--- src/design/rwa_pkg.sv ---
`default_nettype none
package rwa_pkg;

  localparam int SAMPLE_W    = 16;
  localparam int SUM_W       = 22;
  localparam int AVG_W       = 24;
  localparam int CNT_W       = 7;
  localparam int MAX_WINDOW  = 64;
  localparam int PTR_W       = $clog2(MAX_WINDOW);
  localparam int FRAC_BITS   = 8;
  localparam int DVD_W       = SUM_W + FRAC_BITS;
  localparam int DIV_STEPS   = DVD_W;
  localparam int STEP_W      = $clog2(DIV_STEPS);
  localparam int QUEUE_DEPTH = 2;
  localparam int QPTR_W      = $clog2(QUEUE_DEPTH);

  localparam logic [CNT_W-1:0] WINDOW_RESET = CNT_W'(10);
  localparam logic [CNT_W-1:0] WINDOW_MAX   = CNT_W'(MAX_WINDOW);

  typedef struct packed {
    logic signed [SUM_W-1:0] sum;
    logic [CNT_W-1:0]        count;
  } rwa_job_t;

  typedef enum logic {
    F_IDLE,
    F_READ
  } front_state_t;

  typedef enum logic [1:0] {
    B_IDLE,
    B_DIV,
    B_DONE
  } back_state_t;

  // zero acts as one sample, anything above the store depth saturates
  function automatic logic [CNT_W-1:0] eff_len(input logic [CNT_W-1:0] len);
    logic [CNT_W-1:0] res;
    res = len;
    if (len == '0) res = CNT_W'(1);
    else if (len > WINDOW_MAX) res = WINDOW_MAX;
    return res;
  endfunction

endpackage
`default_nettype wire

--- src/design/rwa_ram.sv ---
`default_nettype none
module rwa_ram #(
  parameter int WIDTH = 16,
  parameter int DEPTH = 64
) (
  input  wire logic                     clk,
  input  wire logic                     we,
  input  wire logic [$clog2(DEPTH)-1:0] waddr,
  input  wire logic [WIDTH-1:0]         wdata,
  input  wire logic [$clog2(DEPTH)-1:0] raddr,
  output logic      [WIDTH-1:0]         rdata
);

  logic [WIDTH-1:0] mem [DEPTH];

  always_ff @(posedge clk) begin
    if (we) begin
      mem[waddr] <= wdata;
    end
    rdata <= mem[raddr];
  end

endmodule
`default_nettype wire

--- src/design/rwa_front.sv ---
`default_nettype none
module rwa_front (
  input  wire logic                             clk,
  input  wire logic                             rst_n,
  input  wire logic                             cfg_we,
  input  wire logic [rwa_pkg::CNT_W-1:0]        cfg_window_len,
  input  wire logic                             in_valid,
  output logic                                  in_ready,
  input  wire logic signed [rwa_pkg::SAMPLE_W-1:0] in_sample,
  input  wire logic                             q_full,
  output logic                                  q_push,
  output rwa_pkg::rwa_job_t                     q_data
);
  import rwa_pkg::*;

  front_state_t state_r, state_nxt;
  logic [CNT_W-1:0]           len_r, len_nxt;
  logic [PTR_W-1:0]           wp_r, wp_nxt;
  logic [CNT_W-1:0]           fill_r, fill_nxt;
  logic signed [SUM_W-1:0]    sum_r, sum_nxt;
  logic signed [SAMPLE_W-1:0] sample_r;
  logic [PTR_W-1:0]           slot_r;
  logic                       full_r;

  logic [CNT_W-1:0]           len_eff;
  logic [PTR_W-1:0]           slot;
  logic [CNT_W-1:0]           slot_inc;
  logic [SAMPLE_W-1:0]        old_sample;
  logic signed [SUM_W-1:0]    old_ext;
  logic signed [SUM_W-1:0]    new_ext;
  logic                       accept;

  assign len_eff  = eff_len(len_r);
  assign slot     = ({1'b0, wp_r} >= len_eff) ? '0 : wp_r;
  assign in_ready = (state_r == F_IDLE) && !q_full;
  assign accept   = in_valid && in_ready;
  assign slot_inc = {1'b0, slot_r} + CNT_W'(1);
  assign old_ext  = full_r ? {{(SUM_W-SAMPLE_W){old_sample[SAMPLE_W-1]}}, old_sample} : '0;
  assign new_ext  = {{(SUM_W-SAMPLE_W){sample_r[SAMPLE_W-1]}}, sample_r};

  // store read is issued on accept, data lands in F_READ
  rwa_ram #(
    .WIDTH(SAMPLE_W),
    .DEPTH(MAX_WINDOW)
  ) u_store (
    .clk  (clk),
    .we   (state_r == F_READ),
    .waddr(slot_r),
    .wdata(sample_r),
    .raddr(slot),
    .rdata(old_sample)
  );

  always_comb begin
    state_nxt = state_r;
    len_nxt   = len_r;
    wp_nxt    = wp_r;
    fill_nxt  = fill_r;
    sum_nxt   = sum_r;
    q_push    = 1'b0;
    q_data.sum   = sum_r - old_ext + new_ext;
    q_data.count = full_r ? fill_r : fill_r + CNT_W'(1);
    case (state_r)
      F_IDLE: begin
        if (accept) state_nxt = F_READ;
      end
      F_READ: begin
        q_push    = 1'b1;
        sum_nxt   = q_data.sum;
        fill_nxt  = q_data.count;
        wp_nxt    = (slot_inc >= len_eff) ? '0 : slot_inc[PTR_W-1:0];
        state_nxt = F_IDLE;
      end
      default: state_nxt = F_IDLE;
    endcase
    // a new window length restarts the filter
    if (cfg_we) begin
      len_nxt  = cfg_window_len;
      wp_nxt   = '0;
      fill_nxt = '0;
      sum_nxt  = '0;
    end
  end

  always_ff @(posedge clk) begin
    if (!rst_n) begin
      state_r <= F_IDLE;
      len_r   <= WINDOW_RESET;
      wp_r    <= '0;
      fill_r  <= '0;
      sum_r   <= '0;
    end else begin
      state_r <= state_nxt;
      len_r   <= len_nxt;
      wp_r    <= wp_nxt;
      fill_r  <= fill_nxt;
      sum_r   <= sum_nxt;
    end
  end

  always_ff @(posedge clk) begin
    if (accept) begin
      sample_r <= in_sample;
      slot_r   <= slot;
      full_r   <= (fill_r >= len_eff);
    end
  end

endmodule
`default_nettype wire

--- src/design/rwa_queue.sv ---
`default_nettype none
module rwa_queue (
  input  wire logic              clk,
  input  wire logic              rst_n,
  input  wire logic              push,
  input  wire rwa_pkg::rwa_job_t push_data,
  output logic                   full,
  input  wire logic              pop,
  output rwa_pkg::rwa_job_t      pop_data,
  output logic                   empty
);
  import rwa_pkg::*;

  rwa_job_t            slots_r [QUEUE_DEPTH];
  logic [QPTR_W-1:0]   wr_r, wr_nxt;
  logic [QPTR_W-1:0]   rd_r, rd_nxt;
  logic [QPTR_W:0]     cnt_r, cnt_nxt;

  assign full     = (cnt_r == (QPTR_W+1)'(QUEUE_DEPTH));
  assign empty    = (cnt_r == '0);
  assign pop_data = slots_r[rd_r];

  always_comb begin
    wr_nxt  = push ? wr_r + QPTR_W'(1) : wr_r;
    rd_nxt  = pop ? rd_r + QPTR_W'(1) : rd_r;
    cnt_nxt = cnt_r + (QPTR_W+1)'(push) - (QPTR_W+1)'(pop);
  end

  always_ff @(posedge clk) begin
    if (!rst_n) begin
      wr_r  <= '0;
      rd_r  <= '0;
      cnt_r <= '0;
    end else begin
      wr_r  <= wr_nxt;
      rd_r  <= rd_nxt;
      cnt_r <= cnt_nxt;
    end
  end

  always_ff @(posedge clk) begin
    if (push) begin
      slots_r[wr_r] <= push_data;
    end
  end

endmodule
`default_nettype wire

--- src/design/rwa_back.sv ---
`default_nettype none
module rwa_back (
  input  wire logic                          clk,
  input  wire logic                          rst_n,
  input  wire logic                          q_empty,
  output logic                               q_pop,
  input  wire rwa_pkg::rwa_job_t             q_data,
  output logic                               out_valid,
  input  wire logic                          out_ready,
  output logic signed [rwa_pkg::AVG_W-1:0]   out_average,
  output logic [rwa_pkg::CNT_W-1:0]          out_samples_used
);
  import rwa_pkg::*;

  back_state_t state_r, state_nxt;
  logic [STEP_W-1:0]   step_r, step_nxt;
  logic [DVD_W-1:0]    dvd_r, dvd_nxt;
  logic [CNT_W-1:0]    rem_r, rem_nxt;
  logic [CNT_W-1:0]    div_r, div_nxt;
  logic                neg_r, neg_nxt;
  logic                ov_r, ov_nxt;
  logic signed [AVG_W-1:0] avg_r, avg_nxt;
  logic [CNT_W-1:0]    used_r, used_nxt;

  logic [SUM_W-1:0]    mag;
  logic [CNT_W:0]      rem_sh;
  logic [CNT_W:0]      rem_sub;
  logic                ge;
  logic [AVG_W-1:0]    quo;
  logic                load_out;

  assign mag     = q_data.sum[SUM_W-1] ? SUM_W'(~q_data.sum + SUM_W'(1)) : q_data.sum;
  assign rem_sh  = {rem_r, dvd_r[DVD_W-1]};
  assign rem_sub = rem_sh - {1'b0, div_r};
  assign ge      = (rem_sh >= {1'b0, div_r});
  assign quo     = dvd_r[AVG_W-1:0];

  assign out_valid        = ov_r;
  assign out_average      = avg_r;
  assign out_samples_used = used_r;

  // restoring divide of |sum|*256 by the count, one quotient bit per cycle
  always_comb begin
    state_nxt = state_r;
    step_nxt  = step_r;
    dvd_nxt   = dvd_r;
    rem_nxt   = rem_r;
    div_nxt   = div_r;
    neg_nxt   = neg_r;
    avg_nxt   = avg_r;
    used_nxt  = used_r;
    q_pop     = 1'b0;
    load_out  = 1'b0;
    case (state_r)
      B_IDLE: begin
        if (!q_empty) begin
          q_pop     = 1'b1;
          dvd_nxt   = {mag, FRAC_BITS'(0)};
          rem_nxt   = '0;
          div_nxt   = q_data.count;
          neg_nxt   = q_data.sum[SUM_W-1];
          step_nxt  = '0;
          state_nxt = B_DIV;
        end
      end
      B_DIV: begin
        dvd_nxt  = {dvd_r[DVD_W-2:0], ge};
        rem_nxt  = ge ? rem_sub[CNT_W-1:0] : rem_sh[CNT_W-1:0];
        step_nxt = step_r + STEP_W'(1);
        if (step_r == STEP_W'(DIV_STEPS - 1)) state_nxt = B_DONE;
      end
      B_DONE: begin
        if (!ov_r || out_ready) begin
          load_out  = 1'b1;
          avg_nxt   = neg_r ? AVG_W'(~quo + AVG_W'(1)) : quo;
          used_nxt  = div_r;
          state_nxt = B_IDLE;
        end
      end
      default: state_nxt = B_IDLE;
    endcase
    ov_nxt = load_out || (ov_r && !out_ready);
  end

  always_ff @(posedge clk) begin
    if (!rst_n) begin
      state_r <= B_IDLE;
      ov_r    <= 1'b0;
    end else begin
      state_r <= state_nxt;
      ov_r    <= ov_nxt;
    end
  end

  always_ff @(posedge clk) begin
    step_r <= step_nxt;
    dvd_r  <= dvd_nxt;
    rem_r  <= rem_nxt;
    div_r  <= div_nxt;
    neg_r  <= neg_nxt;
    avg_r  <= avg_nxt;
    used_r <= used_nxt;
  end

endmodule
`default_nettype wire

--- src/design/running_window_average.sv ---
// channel   direction  handshake             payload
// in        input      in_valid/in_ready     in_sample (s16)
// out       output     out_valid/out_ready   out_average (s24, 8 frac), out_samples_used (u7)
// cfg       input      cfg_we, no wait       cfg_window_len (u7)
//
// front handles each sample with a store read, then a sum update and store write, taking no new
// sample meanwhile; back runs each transaction through load, a 30-step serial divider and unload,
// and takes no new transaction until its result is loaded to out, which waits while out stalls
// a 2-entry queue between front and back lets the front run ahead while out stalls
// rst_n is synchronous; the sample store is not cleared, entries are used only once written
`default_nettype none
module running_window_average (
  input  wire logic                              clk,
  input  wire logic                              rst_n,
  input  wire logic                              in_valid,
  output logic                                   in_ready,
  input  wire logic signed [rwa_pkg::SAMPLE_W-1:0] in_sample,
  output logic                                   out_valid,
  input  wire logic                              out_ready,
  output logic signed [rwa_pkg::AVG_W-1:0]       out_average,
  output logic [rwa_pkg::CNT_W-1:0]              out_samples_used,
  input  wire logic                              cfg_we,
  input  wire logic [rwa_pkg::CNT_W-1:0]         cfg_window_len
);
  import rwa_pkg::*;

  rwa_job_t push_data;
  rwa_job_t pop_data;
  logic     q_push;
  logic     q_pop;
  logic     q_full;
  logic     q_empty;

  rwa_front u_front (
    .clk           (clk),
    .rst_n         (rst_n),
    .cfg_we        (cfg_we),
    .cfg_window_len(cfg_window_len),
    .in_valid      (in_valid),
    .in_ready      (in_ready),
    .in_sample     (in_sample),
    .q_full        (q_full),
    .q_push        (q_push),
    .q_data        (push_data)
  );

  rwa_queue u_queue (
    .clk      (clk),
    .rst_n    (rst_n),
    .push     (q_push),
    .push_data(push_data),
    .full     (q_full),
    .pop      (q_pop),
    .pop_data (pop_data),
    .empty    (q_empty)
  );

  rwa_back u_back (
    .clk             (clk),
    .rst_n           (rst_n),
    .q_empty         (q_empty),
    .q_pop           (q_pop),
    .q_data          (pop_data),
    .out_valid       (out_valid),
    .out_ready       (out_ready),
    .out_average     (out_average),
    .out_samples_used(out_samples_used)
  );

endmodule
`default_nettype wire

--- config.mk ---
export PLATFORM = sky130hd
export DESIGN_NAME = running_window_average
export DESIGN_NICKNAME = d
export VERILOG_FILES = /design/src/design/rwa_pkg.sv /design/src/design/rwa_ram.sv /design/src/design/rwa_front.sv /design/src/design/rwa_queue.sv /design/src/design/rwa_back.sv /design/src/design/running_window_average.sv
export SDC_FILE = /design/constraint.sdc
export NUM_CORES = 2
export LEC_CHECK = 0
export ABC_AREA = 1
export BUFFER_PORTS_ARGS = -buffer_cell sky130_fd_sc_hd__buf_2
export CAP_MARGIN = 20
export CORE_ASPECT_RATIO = 0.7
export CORE_MARGIN = 1.5
export CORE_UTILIZATION = 65
export CTS_BUF_LIST = sky130_fd_sc_hd__clkbuf_4 sky130_fd_sc_hd__clkbuf_8
export DETAILED_ROUTE_END_ITERATION = 10
export GPL_TIMING_DRIVEN = 1
export PLACE_DENSITY = 0.82
export SETUP_SLACK_MARGIN = 0.3
export SLEW_MARGIN = 15
export SYNTH_ARGS = -nofsm -noshare
export SYNTH_HDL_FRONTEND = slang
export SYNTH_SLANG_ARGS = --single-unit
--- constraint.sdc ---
create_clock -name clk -period 4.6 [get_ports clk]
set_clock_uncertainty 0.1 [all_clocks]
set_input_delay 0.46 -clock clk [delete_from_list [all_inputs] [get_ports clk]]
set_output_delay 0.46 -clock clk [all_outputs]
set_load 0.005 [all_outputs]
==> run_summary.xml <==
<?xml version="1.0" encoding="UTF-8"?>
<metrics>
  <group name="timing">
    <metric name="slew_violations" unit="">0</metric>
    <metric name="final_min_period_over_clock_period" unit="%">92.13</metric>
    <metric name="rsz_0062_raised_after_global_routing" unit="">true</metric>
    <metric name="postLayoutSetupSlackWorst" unit="ns">0.3618</metric>
    <metric name="final_hold_viol_count" unit="">0</metric>
    <metric name="slew_headroom" unit="%">20.12</metric>
    <metric name="minimum_clock_period" unit="ns">4.238</metric>
    <metric name="setup_viol_count_final" unit="">0</metric>
    <metric name="fmax" unit="MHz">236.0</metric>
    <metric name="finalSetupTns" unit="ns">0</metric>
    <metric name="worstMarginPinSlew" unit="ns">1.198</metric>
  </group>
  <group name="placed_design">
    <metric name="gp_routability_congestion" unit="">0.9697</metric>
    <metric name="detailedPlacementHpwl" unit="µm">93680</metric>
    <metric name="port_buffers" unit="">60</metric>
    <metric name="pre_cts_slack" unit="ns">0.5102</metric>
    <metric name="detailed_place.area" unit="µm²">58800</metric>
  </group>
  <group name="setup_path">
    <metric name="setup.worst_path.start_class" unit="">flop</metric>
    <metric name="cpLargestDelayFamily" unit="">simple AND/OR/NAND/NOR gates</metric>
    <metric name="worst_path_most_repeated_cell" unit="">sky130_fd_sc_hd__nand3_1</metric>
    <metric name="reg2regPathDepth" unit="">15</metric>
    <metric name="crit-reg2reg-capture" unit="">u_front.u_store.rdata[6]$_DFF_P_</metric>
    <metric name="cpPeakStageDelay" unit="ns">0.63</metric>
    <metric name="worst_setup_path_end_kind" unit="">flop</metric>
    <metric name="crit_path_max_fanout" unit="">149</metric>
    <metric name="slowest_cell_on_crit_path" unit="">sky130_fd_sc_hd__buf_6</metric>
    <metric name="critical_path.cell_chain" unit="">nor2_1 &gt; nand3_1 &gt; nand2_1 &gt; nand2_1 &gt; ha_1 &gt; inv_1 &gt; nor3_1 &gt; nand2_4 &gt; buf_12 &gt; nand3_2 &gt; buf_6 &gt; nand3_1 &gt; nand3_1 &gt; nand3_1 &gt; nand2_1</metric>
    <metric name="timing.reg2reg.setup_slack" unit="ns">0.36</metric>
    <metric name="cp.depth" unit="">15</metric>
    <metric name="path_buf_inv" unit="">3</metric>
    <metric name="timing.rr.start" unit="">u_front.len_r[2]$_SDFFE_PN0P_</metric>
    <metric name="setup.worst_path.class" unit="">reg2reg</metric>
    <metric name="worst_ep_required_time" unit="ns">5.29</metric>
    <metric name="worstPathArrival" unit="ns">4.93</metric>
  </group>
  <group name="synthesis">
    <metric name="yosysTopAreaCellShare" unit="%">62.77</metric>
    <metric name="adder_cell_fraction_of_synth_area" unit="%">2.055</metric>
    <metric name="multiplexer_area_fraction_after_synthesis" unit="%">0.01764</metric>
    <metric name="area_fraction_in_compound_gates_after_synthesis" unit="%">3.096</metric>
    <metric name="netlist_area_before_placement" unit="µm²">56730</metric>
    <metric name="ys_types" unit="">40</metric>
    <metric name="post_synth_main_area_contributors" unit="">sky130_fd_sc_hd__edfxtp_1 (63%), sky130_fd_sc_hd__nand3_1 (7.0%), sky130_fd_sc_hd__inv_1 (6.4%)</metric>
    <metric name="largest_family_of_logic_cells_by_synthesized_area" unit="">simple AND/OR/NAND/NOR gates</metric>
    <metric name="post_synth_xor_area_fraction" unit="%">1.112</metric>
    <metric name="ys_async_sr_fraction" unit="%">0</metric>
    <metric name="postSynth.topFlopCell" unit="">sky130_fd_sc_hd__edfxtp_1</metric>
    <metric name="post_synthesis_average_cell_area" unit="µm²">10.22</metric>
    <metric name="yosys_register_bits" unit="">1253</metric>
    <metric name="synthSimpleGateAreaFrac" unit="%">20.06</metric>
    <metric name="synth-edff-count" unit="">1186</metric>
    <metric name="mapped_nets" unit="">5658</metric>
    <metric name="synth.yosys.seq_area_share" unit="%">65.14</metric>
    <metric name="yosys_warnings" unit="">0</metric>
    <metric name="synthDominantAreaCellType" unit="">sky130_fd_sc_hd__edfxtp_1</metric>
    <metric name="syn_inst" unit="">5550</metric>
  </group>
  <group name="clock_network">
    <metric name="tritoncts.num_buffers" unit="">178</metric>
    <metric name="tritoncts_clock_tree" unit="">done</metric>
    <metric name="clk_latency" unit="ns">0.88</metric>
    <metric name="worst_path_clk_slew" unit="ns">0.06</metric>
    <metric name="clock_sink_count" unit="">1253</metric>
    <metric name="cts-root-buf" unit="">sky130_fd_sc_hd__clkbuf_8</metric>
    <metric name="cts.htree.levels" unit="">4</metric>
    <metric name="bufs_on_longest_clock_path" unit="">3</metric>
    <metric name="post_cts.repair.setup_buffers" unit="">0</metric>
  </group>
  <group name="die">
    <metric name="io-pin-count" unit="">61</metric>
    <metric name="coreArea" unit="µm²">86260</metric>
    <metric name="floorplan.die_area" unit="µm²">89090</metric>
    <metric name="chipWidth" unit="µm">356.1</metric>
    <metric name="placementRows" unit="">90</metric>
    <metric name="effective_utilization_at_floorplan" unit="%">65.77</metric>
    <metric name="chipHeight" unit="µm">250.2</metric>
  </group>
  <group name="grt">
    <metric name="antenna_found_initial" unit="">7</metric>
    <metric name="global_route.usage.total" unit="%">35.97</metric>
    <metric name="number_of_global_route_vias_before_repair" unit="">39620</metric>
    <metric name="global_route_wire_length_before_repair" unit="µm">239100</metric>
    <metric name="grt_start_max_net_pins" unit="">219</metric>
    <metric name="globalRouteOverflowTotal" unit="">0</metric>
  </group>
  <group name="cells_and_area">
    <metric name="multiInputGateArea" unit="µm²">15010</metric>
    <metric name="layout-drive-gt1-share" unit="%">10.61</metric>
    <metric name="nNetsFinal" unit="">5802</metric>
    <metric name="layout_common_cells" unit="">sky130_fd_sc_hd__edfxtp_1 (1,186), sky130_fd_sc_hd__inv_1 (963), sky130_fd_sc_hd__nand2_1 (939)</metric>
    <metric name="final_cell_area" unit="µm²">62760</metric>
    <metric name="area_growth_syn_to_layout" unit="%">10.61</metric>
    <metric name="most_common_library_cell_in_the_layout_ignoring_fill_and_taps" unit="">sky130_fd_sc_hd__edfxtp_1</metric>
    <metric name="area.sequential" unit="µm²">36960</metric>
    <metric name="num-fill-cells" unit="">5748</metric>
  </group>
  <group name="routing">
    <metric name="avgViaCountPerCell" unit="">5.994</metric>
    <metric name="initialDrtViolationCount" unit="">7020</metric>
    <metric name="totalWireLength" unit="µm">159500</metric>
    <metric name="routed_wire_length_per_instance" unit="µm">22.86</metric>
    <metric name="detail_route.first_pass.iterations" unit="">6</metric>
    <metric name="final_antenna_net_count" unit="">0</metric>
    <metric name="drcViolationCount" unit="">0</metric>
    <metric name="routed-via-count" unit="">41810</metric>
  </group>
  <group name="pwr">
    <metric name="pwrdens" unit="nW/µm²">450.3</metric>
    <metric name="total_leakage_power" unit="nW">26.36</metric>
    <metric name="vdd_ir_drop_max" unit="mV">0.4207</metric>
  </group>
  <group name="min_path">
    <metric name="hold_class" unit="">in2reg</metric>
    <metric name="holdPathStages" unit="">2</metric>
    <metric name="timing.hold.worst.start" unit="">in_sample[14]</metric>
    <metric name="whs_endpoint" unit="">u_front.sample_r[14]$_DFFE_PP_</metric>
  </group>
  <group name="run">
    <metric name="cap_viol_max_count" unit="">0</metric>
  </group>
  <group name="run_status">
    <metric name="outcome" unit="">complete, no violations</metric>
  </group>
</metrics>
cells in the mapped netlist (58+ instances only):
master / n
sky130_fd_sc_hd__edfxtp_1: 1186
sky130_fd_sc_hd__inv_1: 964
sky130_fd_sc_hd__nand2_1: 940
sky130_fd_sc_hd__nand3_1: 790
sky130_fd_sc_hd__nor2_1: 493
sky130_fd_sc_hd__nand4_1: 206
sky130_fd_sc_hd__o21ai_0: 198
sky130_fd_sc_hd__clkbuf_1: 171
sky130_fd_sc_hd__or2_2: 103
sky130_fd_sc_hd__buf_2: 80
sky130_fd_sc_hd__a21oi_1: 75
sky130_fd_sc_hd__dfxtp_1: 67
sky130_fd_sc_hd__ha_1: 58
cell type report:
cell class                      count  area share [%]
Timing Repair Buffer              253           3.471
Clock inverter                     59          0.7756
Clock buffer                      250           4.835
Inverter                          970           5.810
Antenna cell                        2        0.007975
Tap cell                         1150           2.293
Multi-Input combinational cell   3038           23.91
Sequential cell                  1253           58.89
flip-flops by register name, summed over array words and instances (netlist names), 16 cells and up, named ones only:
name                   count
u_back.out_average        24
u_front.u_store.mem     1024
u_front.u_store.rdata     16
u_front.sample_r          16
u_back.dvd_r              30
u_front.sum_r             22
u_queue.slots_r           58
kinds of logic (layout without fill, tap and decap cells):
kind of cell	count (synthesis)	in the layout
AO/OA/AOI/OAI	333	333
adder cells (fa/ha/maj)	80	80
other	0	2
AND/OR/NAND/NOR	2552	2552
XOR/XNOR	72	72
multiplexers	1	1
buffers and inverters	1259	1532
flip-flops	1253	1253
power breakdown:
group | switching, mW | total [mW] | internal, mW
Sequential | 0.368 | 14.0 | 13.6
Clock | 4.29 | 8.90 | 4.61
Combinational | 3.98 | 5.37 | 1.39
timing repair:
item                       in CTS  in global routing
resized for setup               0                  2
setup endpoints to repair       0                 16
hold buffers                   40                  0
hold endpoints to repair       34                  0
layer usage:
layer / GRT usage [%] / vias to the layer above / routed length [µm]
li1: - / 18710 / -
met1: 52.13 / 19480 / 60110
met3: 13.22 / 442 / 26720
met4: 14.03 / 6 / 5840
met2: 49.51 / 3164 / 66770
met5: 0 / - / 33
worst max-delay path by stage:
stage	slack, ns	endpoint	from
floorplan	0.91	u_front.sum_r[20]$_SDFFE_PP0P_	u_front.sample_r[15]$_DFFE_PP_
CTS	0.42	u_front.u_store.rdata[6]$_DFF_P_	u_front.len_r[4]$_SDFFE_PN0P_
detailed placement	0.51	u_front.u_store.rdata[6]$_DFF_P_	u_front.len_r[4]$_SDFFE_PN0P_
finish	0.36	u_front.u_store.rdata[6]$_DFF_P_	u_front.len_r[2]$_SDFFE_PN0P_
global placement	0.48	u_front.u_store.rdata[6]$_DFF_P_	u_front.len_r[4]$_SDFFE_PN0P_
global route	0.28	u_front.u_store.rdata[5]$_DFF_P_	u_front.len_r[2]$_SDFFE_PN0P_
stage by stage:
stage / hold slack [ns] / total power, mW / cells / utilization (%)
6_report: 0.1824 / 28.26 / 6975 / 72.75
5_1_grt: 0.1837 / 29.15 / 6975 / 72.75
4_1_cts: 0.1312 / 28.01 / 6972 / 72.71
3_5_place_dp: 0.3424 / 19.26 / 6623 / 68.16
3_3_place_gp: 0.3342 / 19.05 / 6621 / 68.13
2_1_floorplan: 0.3255 / 17.29 / 5550 / -
Note: power is estimated with default switching activity, not from simulation.
